--- config.mk ---
export PLATFORM = sky130hd
export DESIGN_NAME = masked_interrupt_controller
export DESIGN_NICKNAME = d
export VERILOG_FILES = /design/src/rtl/mic_pkg.sv /design/src/rtl/masked_interrupt_controller.sv
export SDC_FILE = /design/constraint.sdc
export NUM_CORES = 1
export LEC_CHECK = 0
export ABC_AREA = 1
export BUFFER_PORTS_ARGS = -buffer_cell sky130_fd_sc_hd__buf_2
export CAP_MARGIN = 40
export CORE_ASPECT_RATIO = 1.75
export CORE_UTILIZATION = 39
export CTS_CLUSTER_SIZE = 16
export DETAILED_ROUTE_END_ITERATION = 8
export GPL_ROUTABILITY_DRIVEN = 0
export SYNTH_ARGS = -nofsm -noshare
export SYNTH_HDL_FRONTEND = slang
export SYNTH_SLANG_ARGS = --single-unit
--- constraint.sdc ---
create_clock -name clk -period 2.4 [get_ports clk]
set_input_delay 0 -clock clk [delete_from_list [all_inputs] [get_ports clk]]
set_output_delay 0 -clock clk [all_outputs]
set_load 0.1 [all_outputs]
--- src/rtl/mic_pkg.sv ---
// shared types and constants for the masked interrupt controller
`timescale 1ns / 1ps

package mic_pkg;

    // item kinds
    typedef enum logic [1:0] {
        KIND_LINE  = 2'd0,
        KIND_READ  = 2'd1,
        KIND_WRITE = 2'd2
    } kind_t;

    // field widths
    localparam int KIND_W   = 2;
    localparam int LINE_W   = 5;
    localparam int OFFSET_W = 12;
    localparam int COUNT_W  = 6;

    // register byte offsets
    localparam logic [OFFSET_W-1:0] OFS_STATUS      = 12'h000;
    localparam logic [OFFSET_W-1:0] OFS_NUMBER      = 12'h004;
    localparam logic [OFFSET_W-1:0] OFS_DISABLE_ALL = 12'h008;
    localparam logic [OFFSET_W-1:0] OFS_DISABLE     = 12'h00c;
    localparam logic [OFFSET_W-1:0] OFS_ENABLE      = 12'h010;

endpackage

--- src/rtl/masked_interrupt_controller.sv ---
// masked level interrupt controller: line changes, bus reads and bus writes
// result valid in the output register in the cycle after item accept;
// one item per cycle unless a held result stalls; state update and result
// are computed at accept, the result register decouples the output side
// reset: levels, enable mask and pending count clear to zero, no result held
`timescale 1ns / 1ps

module masked_interrupt_controller
    import mic_pkg::*;
#(
    parameter int NUM_LINES = 32
)
(
    input  logic                clk,
    input  logic                rst_n,
    input  logic                in_valid,
    output logic                in_stall,
    input  logic [KIND_W-1:0]   kind,
    input  logic [LINE_W-1:0]   line_index,
    input  logic                line_value,
    input  logic [OFFSET_W-1:0] bus_offset,
    input  logic [LINE_W-1:0]   write_number,
    output logic                out_valid,
    input  logic                out_stall,
    output logic [COUNT_W-1:0]  read_data,
    output logic                irq_out,
    output logic                bad_offset
);

    // controller state
    logic [NUM_LINES-1:0] line_levels_reg, line_levels_next;
    logic [NUM_LINES-1:0] enable_mask_reg, enable_mask_next;
    logic [COUNT_W-1:0]   pending_total_reg, pending_total_next;

    // result register
    logic                 out_valid_reg;
    logic [COUNT_W-1:0]   read_data_reg, read_data_next;
    logic                 irq_reg, irq_next;
    logic                 bad_reg, bad_next;

    logic                 accept;
    logic [NUM_LINES-1:0] active;
    logic [COUNT_W-1:0]   lowest;
    logic [NUM_LINES-1:0] line_mask;
    logic [NUM_LINES-1:0] wr_mask;

    // handshake: hold off input only while a result waits and is stalled
    assign in_stall = out_valid_reg & out_stall;
    assign accept   = in_valid & ~in_stall;

    // one-hot line masks; an index at or above NUM_LINES shifts out to zero
    assign line_mask = {{(NUM_LINES-1){1'b0}}, 1'b1} << line_index;
    assign wr_mask   = {{(NUM_LINES-1){1'b0}}, 1'b1} << write_number;

    assign active = line_levels_reg & enable_mask_reg;

    // priority encoder for the lowest pending line
    always_comb
    begin
        lowest = '0;
        for (int i = NUM_LINES - 1; i >= 0; i--)
        begin
            if (active[i])
            begin
                lowest = COUNT_W'(i);
            end
        end
    end

    // next state and result for the item at the input
    always_comb
    begin
        line_levels_next   = line_levels_reg;
        enable_mask_next   = enable_mask_reg;
        pending_total_next = pending_total_reg;
        read_data_next     = '0;
        bad_next           = 1'b0;
        case (kind_t'(kind))
            KIND_LINE:
            begin
                if (line_value)
                begin
                    if ((line_levels_reg & line_mask) == '0)
                    begin
                        if ((enable_mask_reg & line_mask) != '0)
                        begin
                            pending_total_next = pending_total_reg + COUNT_W'(1);
                        end
                        line_levels_next = line_levels_reg | line_mask;
                    end
                end
                else if ((line_levels_reg & line_mask) != '0)
                begin
                    if ((enable_mask_reg & line_mask) != '0)
                    begin
                        pending_total_next = pending_total_reg - COUNT_W'(1);
                    end
                    line_levels_next = line_levels_reg & ~line_mask;
                end
            end
            KIND_READ:
            begin
                if (bus_offset == OFS_STATUS)
                begin
                    read_data_next = pending_total_reg;
                end
                else if (bus_offset == OFS_NUMBER)
                begin
                    read_data_next = lowest;
                end
                else
                begin
                    bad_next = 1'b1;
                end
            end
            KIND_WRITE:
            begin
                if (bus_offset == OFS_DISABLE_ALL)
                begin
                    line_levels_next   = '0;
                    pending_total_next = '0;
                end
                else if (bus_offset == OFS_DISABLE)
                begin
                    if ((enable_mask_reg & wr_mask) != '0)
                    begin
                        if ((line_levels_reg & wr_mask) != '0)
                        begin
                            pending_total_next = pending_total_reg - COUNT_W'(1);
                        end
                        enable_mask_next = enable_mask_reg & ~wr_mask;
                    end
                end
                else if (bus_offset == OFS_ENABLE)
                begin
                    if ((enable_mask_reg & wr_mask) == '0)
                    begin
                        if ((line_levels_reg & wr_mask) != '0)
                        begin
                            pending_total_next = pending_total_reg + COUNT_W'(1);
                        end
                        enable_mask_next = enable_mask_reg | wr_mask;
                    end
                end
                else
                begin
                    bad_next = 1'b1;
                end
            end
            default:
            begin
                // unused kind: nothing changes
            end
        endcase
        irq_next = |(line_levels_next & enable_mask_next);
    end

    // state and output valid registers
    always_ff @(posedge clk or negedge rst_n)
    begin
        if (!rst_n)
        begin
            line_levels_reg   <= '0;
            enable_mask_reg   <= '0;
            pending_total_reg <= '0;
            out_valid_reg     <= 1'b0;
        end
        else
        begin
            if (accept)
            begin
                line_levels_reg   <= line_levels_next;
                enable_mask_reg   <= enable_mask_next;
                pending_total_reg <= pending_total_next;
                out_valid_reg     <= 1'b1;
            end
            else if (!out_stall)
            begin
                out_valid_reg <= 1'b0;
            end
        end
    end

    // result payload
    always_ff @(posedge clk)
    begin
        if (accept)
        begin
            read_data_reg <= read_data_next;
            irq_reg       <= irq_next;
            bad_reg       <= bad_next;
        end
    end

    assign out_valid  = out_valid_reg;
    assign read_data  = read_data_reg;
    assign irq_out    = irq_reg;
    assign bad_offset = bad_reg;

    // an accepted item always shows up as a result next cycle
    assert property (@(posedge clk) disable iff (!rst_n)
        accept |=> out_valid_reg)
    else $error("accepted item produced no result");

    // a held result reports irq consistent with the current state
    assert property (@(posedge clk) disable iff (!rst_n)
        out_valid_reg |-> (irq_reg == (|active)))
    else $error("irq result disagrees with state");

    // pending count tracks the number of high and enabled lines
    assert property (@(posedge clk) disable iff (!rst_n)
        pending_total_reg == COUNT_W'($countones(active)))
    else $error("pending count out of step with levels and mask");

    // a bad offset never returns data
    assert property (@(posedge clk) disable iff (!rst_n)
        (out_valid_reg && bad_reg) |-> (read_data_reg == '0))
    else $error("bad offset returned nonzero data");

endmodule
==> impl_metrics.json, run 1 <==
{
  "hold_class": "in -> reg",
  "wl_per_cell_um": 21.28,
  "critPathTopFamily": "simple AND/OR/NAND/NOR gates",
  "drive_gt1_frac": 0.2974,
  "synth_top_family_by_area": "simple AND/OR/NAND/NOR gates",
  "grt_pass1_wl_mm": 49.73,
  "area_delta_synth_final_pct": 44.34,
  "ant_nets": 0,
  "grt_setup_unrepaired": "true",
  "cts_tree": "built",
  "numCtsBuffers": 9,
  "worstSkewPairLatency_ps": 360,
  "nets": 1327,
  "dp_slack_ps": -522.2,
  "placedCellCount": 1501,
  "violations": "setup timing",
  "yosysWarnings": 0,
  "status": "complete, but fails checks",
  "ctsLongestPathBuffers": 2,
  "crit_path_end": "read_data[0]$_SDFFCE_PN0P_",
  "cts.sinks": 79,
  "rr_worst_depth": 34,
  "core-area_um2": 16950,
  "antenna_found_initial": 0,
  "relSlewSlack": 0.5024,
  "ir_drop_uv": 347.8,
  "min_from": "bus_offset[2]",
  "grt_usage": 0.3819,
  "r2r-end": "read_data[0]$_SDFFCE_PN0P_",
  "synth-simple-area-share": 0.3278,
  "port_buffers": 38,
  "final_common_cell": "buf_4",
  "fillerInstances": 1637,
  "p_per_area_nw_per_um2": 671.3,
  "worstSetupStartpoint": "enable_mask_reg[31]$_DFFE_PN0P_",
  "ys_seq_area_frac": 0.2994,
  "core.rowCount": 63,
  "worst-path-buf-inv": 1,
  "synth_xor_area_frac": 0.01300,
  "setup_tns_ps": -1085,
  "hpwl_mm": 24.17,
  "vias": 9087,
  "postSynthCellCount": 1035,
  "end_kind": "flip-flop",
  "post_synth.cell_area_avg_um2": 6.509,
  "final_cells": 1525,
  "clk_pin_slew_ps": 70,
  "r2r-start": "enable_mask_reg[31]$_DFFE_PN0P_",
  "post-route-period-util": 1.097,
  "fin_area_um2": 9723,
  "critPathMaxFanout": 2,
  "fin_ws_ps": -232.8,
  "synthMuxAreaShare": 0,
  "criticalPathCategory": "reg -> reg",
  "synth.distinct_cells": 46,
  "critPathSlowestCell": "dfrtp_1",
  "synth-adder-area-share": 0.009287,
  "required_ps": 2520,
  "crit_cells": 34,
  "yosys_register_bits": 79,
  "htreeDepth": 3,
  "finalHoldViolCount": 0,
  "wl_mm": 32.45,
  "vias_per_cell": 5.959,
  "slowest_delay_ps": 400,
  "firstDrtPassIters": 6,
  "clock.fmax_mhz": 379.8,
  "clock_skew_ps": 12.11,
  "io_pins": 39,
  "cp-start-kind": "flip-flop",
  "die_w_um": 101.4,
  "antenna_cells": 0,
  "start_util": 0.3975,
  "synth_compound_area_frac": 0.2385,
  "die_h_um": 175.9,
  "critPathArrivalTime_ps": 2750,
  "total_leakage_power_uw": 0.004323,
  "post-route-drc-count": 0,
  "grt_pass1_vias": 9110,
  "r2r_setup_slack_ps": -230,
  "cts_root_buf": "clkbuf_16",
  "grt_start_max_net_pins": 136,
  "drt_iter0_drc": 960,
  "synth.cell_area_um2": 6736,
  "maxCapViolCount": 0,
  "p_total_uw": 6527,
  "synth_nets": 1069,
  "die-area_um2": 17820,
  "grt-ovfl-total": 0,
  "layout_common_cells": "247 x buf_4, 244 x nand2_1, 131 x o21ai_0, 116 x inv_1, 79 x nand3_1",
  "setup_violations": 12,
  "drv_slew": 0,
  "worst_pin_slew_ps": 743.6,
  "place_area_um2": 8997,
  "whs_path_depth": 4,
  "cp_common_cell": "nand2_1",
  "fin_crit_ps": 2633
}
cell type report:
type                    instances  area [µm²]  share of cell area
multi-input cells             775        4305              0.4428
well taps                     227       284.0             0.02921
inverters                     127       480.5             0.04941
flip-flops and latches         79        2019              0.2077
clock buffers                   9       225.2             0.02316
clock inverters                 7       72.57            0.007464
repair buffers                301        2336              0.2403
Yosys cell counts, drive strengths merged:
master	count	area [µm²]
nand3	80	400.4
nor3	59	326.6
ha	5	62.56
nand4	26	162.7
o22ai	45	287.8
a41oi	1	16.27
inv	126	473.0
xnor2	2	17.52
xor2	8	70.07
o21bai	1	7.510
o21a	1	7.510
nor2	63	251.5
a221oi	2	17.52
a31oi	6	37.54
clkinv	1	3.750
a211oi	4	30.03
a22oi	2	15.01
o31ai	1	7.510
buf	24	161.4
and2	3	21.27
nor4	15	93.84
a31o	1	8.760
dfrtp	71	1777
clkbuf	31	116.4
o2111ai	1	8.760
o32ai	32	280.3
o21ai	136	680.7
edfxtp	8	240.2
o211ai	5	42.54
nand2	251	952.2
a32o	4	40.04
a21oi	20	118.9
cells by family after synthesis:
| family | Yosys count |
|---|---|
| flops | 79 |
| xor+xnor | 10 |
| compound gates | 262 |
| simple gates | 497 |
| fa+ha+maj | 5 |
| buf+inv | 182 |
report_power, final:
group | leakage, µW | switching (µW) | internal, µW
Clock | 0.000143 | 648 | 809
Sequential | 0.000977 | 238 | 1640
Combinational | 0.00320 | 1890 | 1300
Total | 0.00432 | 2780 | 3750
tightest hold or removal path: cells and delay by family:
family        cells  cell delay, ps
simple gates      3             220
buf+inv           1             130
routing by layer:
layer | share of wire | vias up | track usage
li1 | - | 4126 | -
met1 | 0.32 | 4190 | 0.3747
met2 | 0.48 | 535 | 0.6375
met3 | 0.083 | 236 | 0.09749
met4 | 0.12 | 0 | 0.3647
met5 | 0 | - | 0
what timing repair did:
item | CTS | global route
resized for setup | 26 | 32
pin swaps | 3 | 3
setup buffers | 2 | 1
hold endpoints to repair | 40 | 0
endpoints found under the setup margin | 36 | 34
cloned | 1 | 1
hold buffers | 3 | 0
stage by stage:
step | utilization | hold WS [ps]
6_report | 0.5737 | 150.7
3_3_place_gp | 0.5309 | 52.54
2_1_floorplan | - | -295.6
4_1_cts | 0.5628 | 135.7
5_1_grt | 0.5737 | 182.7
3_5_place_dp | 0.5309 | 56.78
how the worst min path moves through the flow:
stage	to	slack (ps)
floorplan	enable_mask_reg[0]$_DFFE_PN0P_	-300
global placement	enable_mask_reg[6]$_DFFE_PN0P_	50
detailed placement	line_levels_reg[4]$_DFFE_PN0P_	60
CTS	read_data[0]$_SDFFCE_PN0P_	140
global route	read_data[0]$_SDFFCE_PN0P_	180
finish	read_data[0]$_SDFFCE_PN0P_	150
Note: power is estimated with default switching activity, not from simulation.
==> run 2: changes to the inputs <==
--- a/config.mk
+++ b/config.mk
@@ -10,9 +10,11 @@
 export CAP_MARGIN = 40
 export CORE_ASPECT_RATIO = 1.75
 export CORE_UTILIZATION = 39
+export CTS_BUF_LIST = sky130_fd_sc_hd__clkbuf_8
 export CTS_CLUSTER_SIZE = 16
 export DETAILED_ROUTE_END_ITERATION = 8
 export GPL_ROUTABILITY_DRIVEN = 0
+export SLEW_MARGIN = 20
 export SYNTH_ARGS = -nofsm -noshare
 export SYNTH_HDL_FRONTEND = slang
 export SYNTH_SLANG_ARGS = --single-unit
==> impl_metrics.json, run 2 (synthesis results as in run 1) <==
{
  "fillerInstances": 1671,
  "required_ps": 2560,
  "r2r-start": "line_levels_reg[31]$_DFFE_PN0P_",
  "power_switching_uw": 2672,
  "worst_pin_slew_ps": 640.4,
  "grt_usage": 0.3753,
  "nets": 1324,
  "status": "complete, but fails checks",
  "numCtsBuffers": 9,
  "vias": 8940,
  "relSlewSlack": 0.5731,
  "p_per_area_nw_per_um2": 636.1,
  "cts.sinks": 79,
  "die_w_um": 101.4,
  "critPathTopFamily": "simple AND/OR/NAND/NOR gates",
  "port_buffers": 38,
  "final_common_cell": "buf_4",
  "whs_path_depth": 4,
  "p_int_uw": 3372,
  "critPathArrivalTime_ps": 2790,
  "seqCellArea_um2": 2019,
  "antenna_cells": 0,
  "r2r-end": "read_data[0]$_SDFFCE_PN0P_",
  "clkPwrFrac": 0.177,
  "rr_worst_depth": 34,
  "cp_common_cell": "nand2_1",
  "grt_start_max_net_pins": 136,
  "fin_ws_ps": -234.1,
  "violations": "setup timing",
  "slowest_delay_ps": 420,
  "dr_wl_met3_mm": 2.380,
  "grt_pass1_wl_mm": 48.99,
  "drt-met1-wl_mm": 10.35,
  "ctsLongestPathBuffers": 2,
  "htreeDepth": 3,
  "ant_nets": 0,
  "critPathSlowestCell": "dfrtp_1",
  "holdPathEnd": "bad_offset$_DFFE_PP_",
  "setup_violations": 8,
  "grt_setup_unrepaired": "true",
  "end_kind": "flip-flop",
  "r2r_setup_slack_ps": -230,
  "drv_slew": 0,
  "hold_class": "in -> reg",
  "worst-path-buf-inv": 1,
  "maxCapViolCount": 0,
  "fin_crit_ps": 2634,
  "grt_pass1_vias": 9075,
  "cts_tree": "built",
  "core.rowCount": 63,
  "antenna_found_initial": 0,
  "drive_gt1_frac": 0.2919,
  "layout_common_cells": "247 x buf_4, 244 x nand2_1, 133 x o21ai_0, 116 x inv_1, 80 x nand3_1",
  "route.met2.wl_mm": 15.32,
  "highest_layer": "met4",
  "drt_iter0_drc": 952,
  "criticalPathCategory": "reg -> reg",
  "cts_root_buf": "clkbuf_8",
  "firstDrtPassIters": 8,
  "min_from": "kind[1]",
  "core-area_um2": 16950,
  "die_h_um": 175.9,
  "post-route-period-util": 1.098,
  "worstSkewPairLatency_ps": 390,
  "seqPwrFrac": 0.309,
  "clock_skew_ps": 12.81,
  "cp-start-kind": "flip-flop",
  "multiInputGateArea_um2": 4230,
  "die-area_um2": 17820,
  "clk_pin_slew_ps": 90,
  "hpwl_mm": 24.17,
  "critPathMaxFanout": 2,
  "ir_drop_uv": 327.2,
  "combPwrFrac": 0.514,
  "final_util": 0.5607,
  "io_pins": 39,
  "setup_tns_ps": -758.6,
  "wl_mm": 31.89,
  "wl_per_cell_um": 20.95,
  "vias_per_cell": 5.874,
  "grt-ovfl-total": 0,
  "area_delta_synth_final_pct": 41.07,
  "swShare": 0.4421,
  "post-route-drc-count": 0,
  "start_util": 0.3975,
  "clock.fmax_mhz": 379.6,
  "total_leakage_power_uw": 0.004233,
  "finalHoldViolCount": 0
}
[run 2: cell count changes in the layout (fill, tap and decap cells not counted), moves of 3 or more]
| cell | change |
|---|---|
| nor3_1 | +3 |
| clkbuf_8 | +9 |
| nor3_4 | -3 |
| clkbuf_16 | -9 |
[run 2: worst min-delay path, delay by kind of cell]
family,cells,cell delay (ps)
compound gates,1,110
fa+ha+maj,1,120
buf+inv,2,180
[run 2: worst max-delay path by stage]
stage | start | cells after the start | slack (ps) | to
final | line_levels_reg[31]$_DFFE_PN0P_ | 34 | -230 | read_data[0]$_SDFFCE_PN0P_
after global routing | enable_mask_reg[31]$_DFFE_PN0P_ | 34 | -530 | read_data[0]$_SDFFCE_PN0P_
after CTS | enable_mask_reg[31]$_DFFE_PN0P_ | 34 | -190 | read_data[0]$_SDFFCE_PN0P_
after detailed placement | write_number[3] | 15 | -520 | irq_out$_DFFE_PP_
after global placement | write_number[3] | 15 | -570 | irq_out$_DFFE_PP_
after floorplan | out_valid$_DFFE_PN0P_ | 5 | 8 | bad_offset$_DFFE_PP_
[run 2: power by group through the flow]
| stage | clock network, µW | logic [µW] | registers, µW |
|---|---|---|---|
| 2_1_floorplan | 0 | 1530 | 1870 |
| 3_3_place_gp | 0 | 2870 | 1880 |
| 6_report | 1070 | 3110 | 1870 |
| 4_1_cts | 1090 | 2980 | 1860 |
| 3_5_place_dp | 0 | 2890 | 1890 |
| 5_1_grt | 1140 | 3350 | 1900 |
[run 2: cell type report]
cell class	count	area share
multi-input combinational	774	0.4452
timing repair buffer	299	0.2412
sequential	79	0.2125
inverter	127	0.05056
tap	227	0.02989
clock buffer	9	0.01303
clock inverter	7	0.007637
[run 2: per-stage QoR]
stage | hold WS (ps) | std cells | power, µW | worst slack (ps) | instance area, µm²
4_1_cts | 89.07 | 1522 | 5927 | -186.2 | 9412
6_report | 117.3 | 1522 | 6044 | -234.1 | 9503
3_5_place_dp | 56.78 | 1501 | 4774 | -522.2 | 8997
3_3_place_gp | 52.54 | 1501 | 4752 | -566.1 | 8997
5_1_grt | 145.9 | 1522 | 6391 | -534.7 | 9503
2_1_floorplan | -295.6 | 1035 | 3407 | 7.570 | 6745
[run 2: metal layers]
metal	vias to the layer above	global-route usage
li1	4108	-
met1	4092	0.3676
met2	505	0.6293
met3	235	0.08715
met4	0	0.3671
met5	-	0
[run 2: timing repair]
item | in CTS | in global routing
gates cloned | 0 | 0
hold buffers | 3 | 0
gates resized for setup | 26 | 19
endpoints found under the setup margin | 36 | 30
setup buffers | 2 | 0
endpoints found under the hold margin | 40 | 0
pin swaps | 4 | 3
